**config.mk**
```make
export PLATFORM = sky130hd
export DESIGN_NAME = c_punctuator_tokenizer
export DESIGN_NICKNAME = d
export VERILOG_FILES = /design/src/rtl/core/cpt_pkg.sv /design/src/rtl/core/c_punctuator_tokenizer.sv /design/src/rtl/core/cpt_front.sv /design/src/rtl/core/cpt_queue.sv /design/src/rtl/core/cpt_back.sv
export SDC_FILE = /design/constraint.sdc
export NUM_CORES = 1
export LEC_CHECK = 0
export ABC_CLOCK_PERIOD_IN_PS = 4400
export BUFFER_PORTS_ARGS = -buffer_cell sky130_fd_sc_hd__buf_2
export CORE_MARGIN = 2
export CORE_UTILIZATION = 55
export CTS_CLUSTER_SIZE = 28
export DETAILED_ROUTE_END_ITERATION = 16
export MAX_ROUTING_LAYER = met4
export PLACE_DENSITY = 0.72
export SLEW_MARGIN = 20
export SYNTH_ARGS = -nofsm -noshare
export SYNTH_HDL_FRONTEND = slang
export SYNTH_HIERARCHICAL = 1
export SYNTH_SLANG_ARGS = --single-unit
```
**constraint.sdc**
```tcl
create_clock -name clk -period 4.4 [get_ports clk]
set_input_delay 0.22 -clock clk [delete_from_list [all_inputs] [get_ports clk]]
set_output_delay 0.22 -clock clk [all_outputs]
set_load 0.03 [all_outputs]
```
**src/rtl/core/cpt_pkg.sv**
```systemverilog
// ----------------------------------------------------------------------------
// cpt_pkg: shared types and constants of the punctuator tokenizer
// Scan modes, token kinds, punctuator indices and the result pair type.
// ----------------------------------------------------------------------------
package cpt_pkg;

  localparam int unsigned MODE_W = 5;
  localparam int unsigned QDEPTH = 4;
  localparam int unsigned QPTR_W = $clog2(QDEPTH);

  // scan modes
  localparam logic [MODE_W-1:0] M_IDLE   = 5'd0;
  localparam logic [MODE_W-1:0] M_LINE   = 5'd1;
  localparam logic [MODE_W-1:0] M_BLOCK  = 5'd2;
  localparam logic [MODE_W-1:0] M_BSTAR  = 5'd3;
  localparam logic [MODE_W-1:0] M_SLASH  = 5'd4;
  localparam logic [MODE_W-1:0] M_MINUS  = 5'd5;
  localparam logic [MODE_W-1:0] M_PLUS   = 5'd6;
  localparam logic [MODE_W-1:0] M_LT     = 5'd7;
  localparam logic [MODE_W-1:0] M_LTLT   = 5'd8;
  localparam logic [MODE_W-1:0] M_GT     = 5'd9;
  localparam logic [MODE_W-1:0] M_GTGT   = 5'd10;
  localparam logic [MODE_W-1:0] M_EQ     = 5'd11;
  localparam logic [MODE_W-1:0] M_BANG   = 5'd12;
  localparam logic [MODE_W-1:0] M_AMP    = 5'd13;
  localparam logic [MODE_W-1:0] M_PIPE   = 5'd14;
  localparam logic [MODE_W-1:0] M_DOT    = 5'd15;
  localparam logic [MODE_W-1:0] M_DOTDOT = 5'd16;
  localparam logic [MODE_W-1:0] M_STAR   = 5'd17;
  localparam logic [MODE_W-1:0] M_PCT    = 5'd18;
  localparam logic [MODE_W-1:0] M_PCTC   = 5'd19;
  localparam logic [MODE_W-1:0] M_PCTCP  = 5'd20;
  localparam logic [MODE_W-1:0] M_HASH   = 5'd21;
  localparam logic [MODE_W-1:0] M_CARET  = 5'd22;

  // token kinds
  localparam logic [1:0] KIND_BYTE  = 2'd0;
  localparam logic [1:0] KIND_PUNCT = 2'd1;
  localparam logic [1:0] KIND_ERR   = 2'd2;
  localparam logic [1:0] KIND_END   = 2'd3;

  // punctuator indices
  localparam logic [7:0] P_ARROW     = 8'd0;
  localparam logic [7:0] P_DEC       = 8'd1;
  localparam logic [7:0] P_SUB_EQ    = 8'd2;
  localparam logic [7:0] P_INC       = 8'd3;
  localparam logic [7:0] P_ADD_EQ    = 8'd4;
  localparam logic [7:0] P_SHL       = 8'd5;
  localparam logic [7:0] P_SHL_EQ    = 8'd6;
  localparam logic [7:0] P_LE        = 8'd7;
  localparam logic [7:0] P_LT_COLON  = 8'd8;
  localparam logic [7:0] P_LT_PCT    = 8'd9;
  localparam logic [7:0] P_SHR       = 8'd10;
  localparam logic [7:0] P_SHR_EQ    = 8'd11;
  localparam logic [7:0] P_GE        = 8'd12;
  localparam logic [7:0] P_EQ_EQ     = 8'd13;
  localparam logic [7:0] P_NE        = 8'd14;
  localparam logic [7:0] P_LAND      = 8'd15;
  localparam logic [7:0] P_AND_EQ    = 8'd16;
  localparam logic [7:0] P_LOR       = 8'd17;
  localparam logic [7:0] P_OR_EQ     = 8'd18;
  localparam logic [7:0] P_ELLIPSIS  = 8'd19;
  localparam logic [7:0] P_MUL_EQ    = 8'd20;
  localparam logic [7:0] P_DIV_EQ    = 8'd21;
  localparam logic [7:0] P_MOD_EQ    = 8'd22;
  localparam logic [7:0] P_PCT_GT    = 8'd23;
  localparam logic [7:0] P_PCT_COLON = 8'd24;
  localparam logic [7:0] P_DPASTE    = 8'd25;
  localparam logic [7:0] P_HASHHASH  = 8'd26;
  localparam logic [7:0] P_XOR_EQ    = 8'd27;

  // characters
  localparam logic [7:0] CH_SLASH = 8'h2F;
  localparam logic [7:0] CH_STAR  = 8'h2A;
  localparam logic [7:0] CH_PCT   = 8'h25;
  localparam logic [7:0] CH_COLON = 8'h3A;
  localparam logic [7:0] CH_HASH  = 8'h23;
  localparam logic [7:0] CH_DOT   = 8'h2E;
  localparam logic [7:0] CH_MINUS = 8'h2D;
  localparam logic [7:0] CH_PLUS  = 8'h2B;
  localparam logic [7:0] CH_LT    = 8'h3C;
  localparam logic [7:0] CH_GT    = 8'h3E;
  localparam logic [7:0] CH_EQ    = 8'h3D;
  localparam logic [7:0] CH_BANG  = 8'h21;
  localparam logic [7:0] CH_AMP   = 8'h26;
  localparam logic [7:0] CH_PIPE  = 8'h7C;
  localparam logic [7:0] CH_CARET = 8'h5E;
  localparam logic [7:0] CH_NL    = 8'h0A;
  localparam logic [7:0] CH_SP    = 8'h20;
  localparam logic [7:0] CH_TAB   = 8'h09;
  localparam logic [7:0] CH_VT    = 8'h0B;
  localparam logic [7:0] CH_FF    = 8'h0C;
  localparam logic [7:0] CH_CR    = 8'h0D;

  // one or two results caused by one request
  typedef struct packed {
    logic       two;
    logic [1:0] kind0;
    logic [7:0] code0;
    logic [1:0] kind1;
    logic [7:0] code1;
  } tok_pair_t;

  typedef struct packed {
    logic      nonempty;
    tok_pair_t head;
  } q_head_t;

  function automatic logic is_space(input logic [7:0] c);
    return (c == CH_SP) || (c == CH_TAB) || (c == CH_NL) ||
           (c == CH_VT) || (c == CH_FF) || (c == CH_CR);
  endfunction

  // mode entered from idle by a lead byte, idle for anything else
  function automatic logic [MODE_W-1:0] start_mode(input logic [7:0] c);
    logic [MODE_W-1:0] m;
    unique case (c)
      CH_SLASH: m = M_SLASH;
      CH_MINUS: m = M_MINUS;
      CH_PLUS:  m = M_PLUS;
      CH_LT:    m = M_LT;
      CH_GT:    m = M_GT;
      CH_EQ:    m = M_EQ;
      CH_BANG:  m = M_BANG;
      CH_AMP:   m = M_AMP;
      CH_PIPE:  m = M_PIPE;
      CH_DOT:   m = M_DOT;
      CH_STAR:  m = M_STAR;
      CH_PCT:   m = M_PCT;
      CH_HASH:  m = M_HASH;
      CH_CARET: m = M_CARET;
      default:  m = M_IDLE;
    endcase
    return m;
  endfunction

  // byte that opened a single-byte pending prefix, zero otherwise
  function automatic logic [7:0] lead_of(input logic [MODE_W-1:0] m);
    logic [7:0] c;
    unique case (m)
      M_SLASH: c = CH_SLASH;
      M_MINUS: c = CH_MINUS;
      M_PLUS:  c = CH_PLUS;
      M_LT:    c = CH_LT;
      M_GT:    c = CH_GT;
      M_EQ:    c = CH_EQ;
      M_BANG:  c = CH_BANG;
      M_AMP:   c = CH_AMP;
      M_PIPE:  c = CH_PIPE;
      M_DOT:   c = CH_DOT;
      M_STAR:  c = CH_STAR;
      M_PCT:   c = CH_PCT;
      M_HASH:  c = CH_HASH;
      M_CARET: c = CH_CARET;
      default: c = 8'd0;
    endcase
    return c;
  endfunction

endpackage

```
**src/rtl/core/c_punctuator_tokenizer.sv**
```systemverilog
// ----------------------------------------------------------------------------
// c_punctuator_tokenizer: C punctuator tokenizer, longest match with digraphs
// Drops whitespace and comments, emits punctuator, byte, error and end tokens.
// ----------------------------------------------------------------------------
// Input channel (in_valid/in_ready): one source byte per request, or an
// end marker (in_at_end) that flushes any pending prefix and yields an end
// token. Result channel (out_valid/out_ready): kind, code and a last flag on
// the final result of a request; a request yields zero, one or two results.
// The front end takes one request per cycle while the four-entry pair queue
// has room; the mode register update is the only loop. Results pass through
// the registered pair queue before they reach the output. Requests with one
// result sustain one result per cycle while out_ready is high; one with two
// results holds the output for both. A stalled receiver fills the queue,
// then in_ready drops; the scan state is unaffected. Reset returns the
// scanner to idle with no pending prefix and empties the queue.
// ----------------------------------------------------------------------------
module c_punctuator_tokenizer (
  input  logic       clk,
  input  logic       rst_n,
  input  logic       in_valid,
  output logic       in_ready,
  input  logic [7:0] in_byte_req,
  input  logic       in_at_end,
  output logic       out_valid,
  input  logic       out_ready,
  output logic [1:0] out_kind,
  output logic [7:0] out_code,
  output logic       out_last
);
  import cpt_pkg::*;

  logic      q_full;
  logic      push;
  tok_pair_t push_data;
  logic      pop;
  q_head_t   head;

  cpt_front u_front (
    .clk         (clk),
    .rst_n       (rst_n),
    .in_valid    (in_valid),
    .in_ready    (in_ready),
    .in_byte_req (in_byte_req),
    .in_at_end   (in_at_end),
    .q_full      (q_full),
    .push        (push),
    .push_data   (push_data)
  );

  cpt_queue u_queue (
    .clk       (clk),
    .rst_n     (rst_n),
    .push      (push),
    .push_data (push_data),
    .pop       (pop),
    .full      (q_full),
    .head      (head)
  );

  cpt_back u_back (
    .clk       (clk),
    .rst_n     (rst_n),
    .head      (head),
    .pop       (pop),
    .out_valid (out_valid),
    .out_ready (out_ready),
    .out_kind  (out_kind),
    .out_code  (out_code),
    .out_last  (out_last)
  );

endmodule

```
**src/rtl/core/cpt_front.sv**
```systemverilog
// ----------------------------------------------------------------------------
// cpt_front: scanner front end
// Holds the scan mode, classifies each request and forms its result pair.
// ----------------------------------------------------------------------------
module cpt_front (
  input  logic               clk,
  input  logic               rst_n,
  input  logic               in_valid,
  output logic               in_ready,
  input  logic [7:0]         in_byte_req,
  input  logic               in_at_end,
  input  logic               q_full,
  output logic               push,
  output cpt_pkg::tok_pair_t push_data
);
  import cpt_pkg::*;

  logic [MODE_W-1:0] mode_r, mode_nxt;
  logic              fl;      // a prefix or finished punctuator goes out first
  logic [1:0]        fk;
  logic [7:0]        fc;
  logic              st;      // byte is then handled from idle
  logic              se;      // that handling emits the byte itself
  logic              accept;
  logic [7:0]        c;

  assign c        = in_byte_req;
  assign in_ready = !q_full;
  assign accept   = in_valid && in_ready;

  always_comb begin
    fl       = 1'b0;
    fk       = KIND_BYTE;
    fc       = 8'd0;
    st       = 1'b0;
    mode_nxt = mode_r;
    if (in_at_end) begin
      mode_nxt = M_IDLE;
      if (mode_r == M_LTLT) begin
        fl = 1'b1; fk = KIND_PUNCT; fc = P_SHL;
      end else if (mode_r == M_GTGT) begin
        fl = 1'b1; fk = KIND_PUNCT; fc = P_SHR;
      end else if (mode_r == M_PCTC) begin
        fl = 1'b1; fk = KIND_PUNCT; fc = P_PCT_COLON;
      end else if (mode_r == M_DOTDOT || mode_r == M_PCTCP ||
                   mode_r == M_BLOCK || mode_r == M_BSTAR) begin
        fl = 1'b1; fk = KIND_ERR;
      end else if (lead_of(mode_r) != 8'd0) begin
        fl = 1'b1; fk = KIND_BYTE; fc = lead_of(mode_r);
      end
    end else begin
      unique case (mode_r)
        M_IDLE: st = 1'b1;
        M_LINE: if (c == CH_NL) mode_nxt = M_IDLE;
        M_BLOCK: if (c == CH_STAR) mode_nxt = M_BSTAR;
        M_BSTAR: begin
          if (c == CH_SLASH) mode_nxt = M_IDLE;
          else if (c == CH_STAR) mode_nxt = M_BSTAR;
          else mode_nxt = M_BLOCK;
        end
        M_LTLT: begin
          fl = 1'b1; fk = KIND_PUNCT;
          if (c == CH_EQ) begin
            fc = P_SHL_EQ; mode_nxt = M_IDLE;
          end else begin
            fc = P_SHL; st = 1'b1;
          end
        end
        M_GTGT: begin
          fl = 1'b1; fk = KIND_PUNCT;
          if (c == CH_EQ) begin
            fc = P_SHR_EQ; mode_nxt = M_IDLE;
          end else begin
            fc = P_SHR; st = 1'b1;
          end
        end
        M_DOTDOT: begin
          fl = 1'b1;
          if (c == CH_DOT) begin
            fk = KIND_PUNCT; fc = P_ELLIPSIS; mode_nxt = M_IDLE;
          end else begin
            fk = KIND_ERR; st = 1'b1;
          end
        end
        M_PCTC: begin
          if (c == CH_PCT) begin
            mode_nxt = M_PCTCP;
          end else begin
            fl = 1'b1; fk = KIND_PUNCT; fc = P_PCT_COLON; st = 1'b1;
          end
        end
        M_PCTCP: begin
          fl = 1'b1;
          if (c == CH_COLON) begin
            fk = KIND_PUNCT; fc = P_DPASTE; mode_nxt = M_IDLE;
          end else begin
            fk = KIND_ERR; st = 1'b1;
          end
        end
        M_SLASH, M_MINUS, M_PLUS, M_LT, M_GT, M_EQ, M_BANG, M_AMP, M_PIPE,
        M_DOT, M_STAR, M_PCT, M_HASH, M_CARET: begin
          // single-byte prefix: completes, extends, or its lead byte goes out
          fl       = 1'b1;
          fk       = KIND_PUNCT;
          mode_nxt = M_IDLE;
          if (mode_r == M_SLASH && c == CH_SLASH) begin
            fl = 1'b0; mode_nxt = M_LINE;
          end else if (mode_r == M_SLASH && c == CH_STAR) begin
            fl = 1'b0; mode_nxt = M_BLOCK;
          end else if (mode_r == M_LT && c == CH_LT) begin
            fl = 1'b0; mode_nxt = M_LTLT;
          end else if (mode_r == M_GT && c == CH_GT) begin
            fl = 1'b0; mode_nxt = M_GTGT;
          end else if (mode_r == M_DOT && c == CH_DOT) begin
            fl = 1'b0; mode_nxt = M_DOTDOT;
          end else if (mode_r == M_PCT && c == CH_COLON) begin
            fl = 1'b0; mode_nxt = M_PCTC;
          end else if (mode_r == M_SLASH && c == CH_EQ) fc = P_DIV_EQ;
          else if (mode_r == M_MINUS && c == CH_GT) fc = P_ARROW;
          else if (mode_r == M_MINUS && c == CH_MINUS) fc = P_DEC;
          else if (mode_r == M_MINUS && c == CH_EQ) fc = P_SUB_EQ;
          else if (mode_r == M_PLUS && c == CH_PLUS) fc = P_INC;
          else if (mode_r == M_PLUS && c == CH_EQ) fc = P_ADD_EQ;
          else if (mode_r == M_LT && c == CH_EQ) fc = P_LE;
          else if (mode_r == M_LT && c == CH_COLON) fc = P_LT_COLON;
          else if (mode_r == M_LT && c == CH_PCT) fc = P_LT_PCT;
          else if (mode_r == M_GT && c == CH_EQ) fc = P_GE;
          else if (mode_r == M_EQ && c == CH_EQ) fc = P_EQ_EQ;
          else if (mode_r == M_BANG && c == CH_EQ) fc = P_NE;
          else if (mode_r == M_AMP && c == CH_AMP) fc = P_LAND;
          else if (mode_r == M_AMP && c == CH_EQ) fc = P_AND_EQ;
          else if (mode_r == M_PIPE && c == CH_PIPE) fc = P_LOR;
          else if (mode_r == M_PIPE && c == CH_EQ) fc = P_OR_EQ;
          else if (mode_r == M_STAR && c == CH_EQ) fc = P_MUL_EQ;
          else if (mode_r == M_PCT && c == CH_EQ) fc = P_MOD_EQ;
          else if (mode_r == M_PCT && c == CH_GT) fc = P_PCT_GT;
          else if (mode_r == M_HASH && c == CH_HASH) fc = P_HASHHASH;
          else if (mode_r == M_CARET && c == CH_EQ) fc = P_XOR_EQ;
          else begin
            fk = KIND_BYTE; fc = lead_of(mode_r); st = 1'b1;
          end
        end
        // unused mode codes recover to idle without a flush
        default: st = 1'b1;
      endcase
      if (st) mode_nxt = start_mode(c);
    end
  end

  assign se = st && !in_at_end && !is_space(c) && (start_mode(c) == M_IDLE);

  always_comb begin
    if (in_at_end) begin
      push_data.two   = fl;
      push_data.kind0 = fl ? fk : KIND_END;
      push_data.code0 = fl ? fc : 8'd0;
      push_data.kind1 = KIND_END;
      push_data.code1 = 8'd0;
      push            = accept;
    end else begin
      push_data.two   = fl && se;
      push_data.kind0 = fl ? fk : KIND_BYTE;
      push_data.code0 = fl ? fc : c;
      push_data.kind1 = KIND_BYTE;
      push_data.code1 = c;
      push            = accept && (fl || se);
    end
  end

  always_ff @(posedge clk) begin
    if (!rst_n) begin
      mode_r <= M_IDLE;
    end else if (accept) begin
      mode_r <= mode_nxt;
    end
  end

endmodule

```
**src/rtl/core/cpt_queue.sv**
```systemverilog
// ----------------------------------------------------------------------------
// cpt_queue: result pair queue
// Short queue between the scanner front end and the result sequencer.
// ----------------------------------------------------------------------------
module cpt_queue (
  input  logic               clk,
  input  logic               rst_n,
  input  logic               push,
  input  cpt_pkg::tok_pair_t push_data,
  input  logic               pop,
  output logic               full,
  output cpt_pkg::q_head_t   head
);
  import cpt_pkg::*;

  tok_pair_t         mem [QDEPTH];
  logic [QPTR_W-1:0] wptr_r, rptr_r;
  logic [QPTR_W:0]   cnt_r;
  logic              do_pop;

  assign full          = (cnt_r == (QPTR_W+1)'(QDEPTH));
  assign head.nonempty = (cnt_r != '0);
  assign head.head     = mem[rptr_r];
  assign do_pop        = pop && head.nonempty;

  always_ff @(posedge clk) begin
    if (push) begin
      mem[wptr_r] <= push_data;
    end
  end

  always_ff @(posedge clk) begin
    if (!rst_n) begin
      wptr_r <= '0;
      rptr_r <= '0;
      cnt_r  <= '0;
    end else begin
      if (push) wptr_r <= wptr_r + QPTR_W'(1);
      if (do_pop) rptr_r <= rptr_r + QPTR_W'(1);
      if (push && !do_pop) cnt_r <= cnt_r + (QPTR_W+1)'(1);
      else if (!push && do_pop) cnt_r <= cnt_r - (QPTR_W+1)'(1);
    end
  end

endmodule

```
**src/rtl/core/cpt_back.sv**
```systemverilog
// ----------------------------------------------------------------------------
// cpt_back: result sequencer
// Sends the one or two results of the queue head, marking the last of them.
// ----------------------------------------------------------------------------
module cpt_back (
  input  logic             clk,
  input  logic             rst_n,
  input  cpt_pkg::q_head_t head,
  output logic             pop,
  output logic             out_valid,
  input  logic             out_ready,
  output logic [1:0]       out_kind,
  output logic [7:0]       out_code,
  output logic             out_last
);
  import cpt_pkg::*;

  logic sel_r;   // second result of the head pair is up
  logic fire;

  assign out_valid = head.nonempty;
  assign out_kind  = sel_r ? head.head.kind1 : head.head.kind0;
  assign out_code  = sel_r ? head.head.code1 : head.head.code0;
  assign out_last  = sel_r || !head.head.two;
  assign fire      = out_valid && out_ready;
  assign pop       = fire && out_last;

  always_ff @(posedge clk) begin
    if (!rst_n) begin
      sel_r <= 1'b0;
    end else if (fire) begin
      sel_r <= !out_last;
    end
  end

endmodule

```
* Word-level counts from Yosys, hierarchy flattened *
Memory sizes are Yosys's and may differ from the RTL's. A register that Yosys moved wholly into a read port is not among the register bits.
Cells that the tools add are included.

cells by class
  $add $sub $neg = 4
  eq/ne operators = 50
  multiplexer cells = 165
  reductions and logical operators = 65

operator list
  kind                  number
  $mux W8               41
  $mux W5               24
  $eq A8 B6 Y1 const B  14
  $mux W2               39
  $pmux W5 S14          1
  $mux W1               52
  $pmux W8 S6           1
  $eq A5 B4 Y1 const B  8
  $eq A8 B4 Y1 const B  5
  $pmux W5 S8           1
  $logic_and A1 B1 Y1   38
  $eq A5 B5 Y1 const B  7
  $mux W21              1
  $eq A5 B3 Y1 const B  4
  $eq A8 B7 Y1 const B  2
  $ne A4 B4 Y1 const B  4
  $reduce_or A14 Y1     1
  $eq A5 B2 Y1 const B  2
  $logic_or A1 B1 Y1    10
  $pmux W2 S5           1
  $reduce_bool A10 Y1   1
  $reduce_and A8 Y1     1
  $reduce_bool A8 Y1    1
  $logic_not A1 Y1      7
  16 further kinds      18

storage, ports and cells
  register bits after elaboration = 13
  memory bits (writable) = 84
  memory bits (read-only) = 672
  input port bits = 13
  output and inout port bits = 13
  logic and storage cells = 293
  memories kept = 4

memory list
  name              depth  width  rd ports  clocked after memory_dff  write ports  RTL line         RTL
  (name not given)  32     7      1         1                         0            cpt_pkg.sv:140   unique case (m)
  (name not given)  32     7      1         1                         0            cpt_pkg.sv:140
  (name not given)  32     7      1         1                         0            cpt_pkg.sv:140
  u_queue.mem       4      21     1         1                         1            cpt_queue.sv:16  tok_pair_t mem [QDEPTH];

* Depth between registers and ports, before layout *
  word-level depth = 42
  depth in mapped cells = 17

* Cells and area by module *
The synthesis kept the hierarchy.

modules (own cells, without submodules)
  module     times used  cells an instance  area each (um^2)  seq. area each (um^2)
  cpt_queue  1           152                3505.9            2702.6
  cpt_front  1           432                2756.4            240.2
  cpt_back   1           18                 226.5             20.0

* Least setup slack after synthesis *
No wires, ideal clock.

  path kind = register to register
  start = reg u_front.mode_r[2]
  end = reg u_queue.cnt_r[2]
  arrival time = 3482 ps
  data required time = 4324 ps
  setup slack = 842 ps
  cell stages (with the launch flop) = 16
  period minus slack after synthesis = 3558 ps
  path through = dfxtp_1 -> buf_2 -> nor3b_2 -> nand2_1 -> o21ai_0 -> and3b_1 -> nor4_2 -> inv_1 -> nand2_1 -> a21oi_1 -> ha_1 -> inv_1 -> fa_1 -> xor2_1 -> or3_1 -> a21boi_0

on the way
  word-level cells in the longest chain between the ends = 41
  elaborated cells between the ends (all ways) = 109

ends and longest elaborated chain
  what                                 RTL line                           RTL
  start: declaration                   cpt_front.sv:18                    logic [MODE_W-1:0] mode_r, mode_nxt;
  start signal: assignment             cpt_front.sv:174                   mode_r <= mode_nxt;
  $eq A5 B5 Y1                         cpt_front.sv:52, cpt_front.sv:138
  $logic_and A1 B1 Y1                  cpt_front.sv:138                   else if (mode_r == M_CARET && c == CH_EQ) fc = P_XOR_EQ;
  $mux W1                              cpt_front.sv:138
  $mux W1                              cpt_front.sv:137                   else if (mode_r == M_HASH && c == CH_HASH) fc = P_HASHHASH;
  $mux W1                              cpt_front.sv:136                   else if (mode_r == M_PCT && c == CH_GT) fc = P_PCT_GT;
  $mux W1                              cpt_front.sv:135                   else if (mode_r == M_PCT && c == CH_EQ) fc = P_MOD_EQ;
  $mux W1                              cpt_front.sv:134                   else if (mode_r == M_STAR && c == CH_EQ) fc = P_MUL_EQ;
  $mux W1                              cpt_front.sv:133                   else if (mode_r == M_PIPE && c == CH_EQ) fc = P_OR_EQ;
  (+24 left out)                       -
  $logic_and A1 B1 Y1 (3 in series)    cpt_front.sv:150                   assign se = st && !in_at_end && !is_space(c) && (start_mode(c) == M_IDLE);
  $logic_or A1 B1 Y1 (*)               cpt_front.sv:166                   push = accept && (fl || se);
  $logic_and A1 B1 Y1 (*)              cpt_front.sv:166
  $mux W1 (*)                          cpt_front.sv:153                   if (in_at_end) begin
  via push                             c_punctuator_tokenizer.sv:33       logic push;
  $logic_not A1 Y1                     cpt_queue.sv:41                    else if (!push && do_pop) cnt_r <= cnt_r - (QPTR_W+1)'(1);
  $logic_and A1 B1 Y1                  cpt_queue.sv:41
  $reduce_bool A2 Y1 (no source line)  -
  end signal: assignment               cpt_queue.sv:40                    if (push && !do_pop) cnt_r <= cnt_r + (QPTR_W+1)'(1);
  end signal: assignment               cpt_queue.sv:41
  end: declaration                     cpt_queue.sv:18                    logic [QPTR_W:0] cnt_r;

Mark *: on every way through the listed nets, which the timed path passes. The rest lies on a longest branch. The select of a mux whose other input is x is not followed.
A chain may end at the register's enable or synchronous reset.

==> flow_summary.toml <==
[run_status]
outcome = "completed"

[sta]
finalHoldViolCount = 0
min_period_over_period = 0.913
holdWs_ns = 0.271
slew_violations = 0
tightestPinTransition_ns = 0.848
rsz0062_at_grt = "false"
slew_headroom = 0.427
max_freq_mhz = 249
final.min_clock_period_ns = 4.02
setup_viol = 0
tns_ns = 0
skew_ns = 0.0136

[final_layout]
drive_above_1_share = 0.208
fin_cells = 777
insertedDiodeCount = 0
syn_to_final_growth_pct = 10.1
n_fill_cell = 938
final_nets = 652

[logic_synthesis]
synth_edf_count = 84
synth_cell_types = 86
synthesis.nets = 625
ys_seq_area_frac = 0.457
ys_ff_latch = 106
avgSynthCellArea_sq_um = 10.8
ys_top_cells_by_area = "edfxtp_1, mux4_2, dfxtp_1, nand2_1, o21ai_0"
synth_cells = 602
synth_top_area_cell = "edfxtp_1"
ys_async_sr_fraction = 0
synth_top_area_frac = 0.389
synthFlopType = "edfxtp_1"
ys_warn_count = 6
syn_area_sq_um = 6490

[critical_path]
cp-end-kind = "flip-flop"
crit_chain = "and3b_1 > a22oi_1 > o22a_1 > o211ai_2 > nor3b_2 > a21boi_4 > o41ai_1 > and2_1 > inv_1 > ha_1 > or4_1 > o211ai_1 > o22ai_1"
crit_slowest_cell = "dfxtp_1"
path_max_fanout = 16
worstSetupPathType = "reg2reg"
crit_path_start_kind = "flip-flop"
crit_arrival_ns = 4.25
critPathRequiredTime_ns = 4.63
reg2regPathDepth = 13
max_stage_delay_ns = 0.64

[place]
gp_routability_congestion = 1.06
placedCellCount = 761
numPortBuffers = 25
hpwl_microns = 12200

[flow_run]
cap_violations = 0

[grt]
grt_max_degree = 34
overflow = 0
grtUsageTotal = 0.277
grt_pass1_wl_microns = 26600
grt_pass1_vias = 4946
antenna_found_initial = 0

[clocking]
root_buffer = "clkbuf_16"
hold_buffers = 0
postCtsSetupBuffers = 0
cts_buffers = 9
cts_resized = 0
clock_path_buffers = 2
clkTransAtPathRegs_ns = 0.08
cts.sinks = 106
htreeDepth = 3
cts_tree = "yes"
clk_latency_ns = 0.34

[pwr]
power-per-cell-area_nw_per_um2 = 390
vdd_ir_drop_max_mv = 0.349
leakagePower_nw = 2.52

[floorplanning]
io_pins = 26
dieArea_sq_um = 12700
die_x_microns = 113
initial_utilization = 0.566
core_sq_um = 11500
num_rows = 39
die_h_microns = 113

[drt]
drt_iter0_drc = 713
viasPerCell = 6.71
drc = 0
num_vias = 5211
drt_first_pass_iters = 6
ant_nets = 0
wirelength_microns = 16800
wl_per_cell_microns = 21.7

[worst_hold_path]
hold_class = "in2reg"
hold_depth = 3
## metrics by stage
stage                util  setup WS [ns]  power (mW)  area (sq um)
floorplan               -          0.842        1.82          6490
global placement    0.595          0.521        1.96          6820
detailed placement  0.595          0.515        1.99          6820
CTS                 0.623          0.488        2.81          7150
global route        0.623          0.155        2.91          7150
finish              0.623          0.383        2.79          7150
## path summary, 6_finish.rpt
path / from / endpoint / slack, ns
max: u_front/mode_r[4]$_SDFFE_PN0N_ / flip-flop / 0.38
min: out_ready / u_back/sel_r$_SDFFE_PN0P_ / 0.27
max reg2reg: u_front/mode_r[4]$_SDFFE_PN0N_ / flip-flop / 0.38
min reg2reg: u_queue/wptr_r[1]$_SDFFE_PN0P_ / u_queue/wptr_r[1]$_SDFFE_PN0P_ / 0.56
## cells in the mapped netlist (all sizes together) (5+ instances only)
library cell  instances
nor4                 11
edfxtp               84
and2                 16
dfxtp                22
ha                    9
clkbuf               21
nand4                 9
nand2                53
and3                  6
nand2b               10
nor2b                10
nor3b                 7
nor3                 21
a22oi                 5
a31oi                10
o21ai                42
nor2                 37
o21a                  6
inv                  21
a21oi                34
mux4                 21
or3                   5
buf                  20
o22ai                 7
mux2                 12
xnor2                 5
o211ai                5
nand3                13
## logic make-up (layout without fill, tap and decap cells)
family                   Yosys count  in the layout  share of synthesized area
AND/OR/NAND/NOR                  233            233                      0.208
AO/OA/AOI/OAI                    147            147                      0.154
multiplexers                      36             36                      0.105
adder cells (fa/ha/maj)           10             10                     0.0204
XOR/XNOR                           8              8                     0.0108
buffers and inverters             62             94                     0.0449
flip-flops                       106            106                      0.457
## per-layer routing
layer,up-vias,GRT usage,wire length [microns]
li1,2363,-,-
met1,2517,0.345,6840
met2,264,0.442,8030
met3,67,0.0459,1090
met4,0,0.136,858
met5,-,-,0
## cell type report
class                      count  area, sq um  share of cell area
timing repair buffer          57          365              0.0511
clock inverter                 7          100              0.0140
sequential                   106         2960               0.415
multi-input combinational    434         3230               0.453
tap                          143          179              0.0250
inverter                      21         78.8              0.0110
clock buffer                   9          225              0.0315
## power by group
part           switching [mW]  internal (mW)
combinational           0.387          0.300
clock                   0.372          0.459
sequential             0.0663           1.20
total                   0.824           1.96
## worst max-delay path: cells and delay by family (launching register included)
family                     cells  cell delay [ns]
buffers and inverters          1             0.09
adders and majority gates      1             0.20
DFF                            1             0.64
and+or+nand+nor                4             1.49
AOI/OAI and AO/OA              7             1.47
## cells in the final DEF, fill, tap and decap left out, types with 11 or more instances in the layout
cell	netlist	final
dfxtp_1	22	22
buf_2	11	25
inv_1	20	20
buf_4	4	32
nand2_1	53	53
a21oi_1	34	34
mux4_2	21	21
edfxtp_1	84	84
mux2_4	11	11
o21ai_0	35	35
nor2_1	35	35
and2_1	15	15
nand3_1	13	13
nor3_1	20	20
## state kept, by name, indices dropped and copies added, names as in the netlist, named ones only
name,flops
u_back/sel_r,1
u_queue/wptr_r,2
u_queue/cnt_r,3
u_queue/mem,84
u_queue/rptr_r,2
u_front/mode_r,5
(Power assumes the default switching activity.)
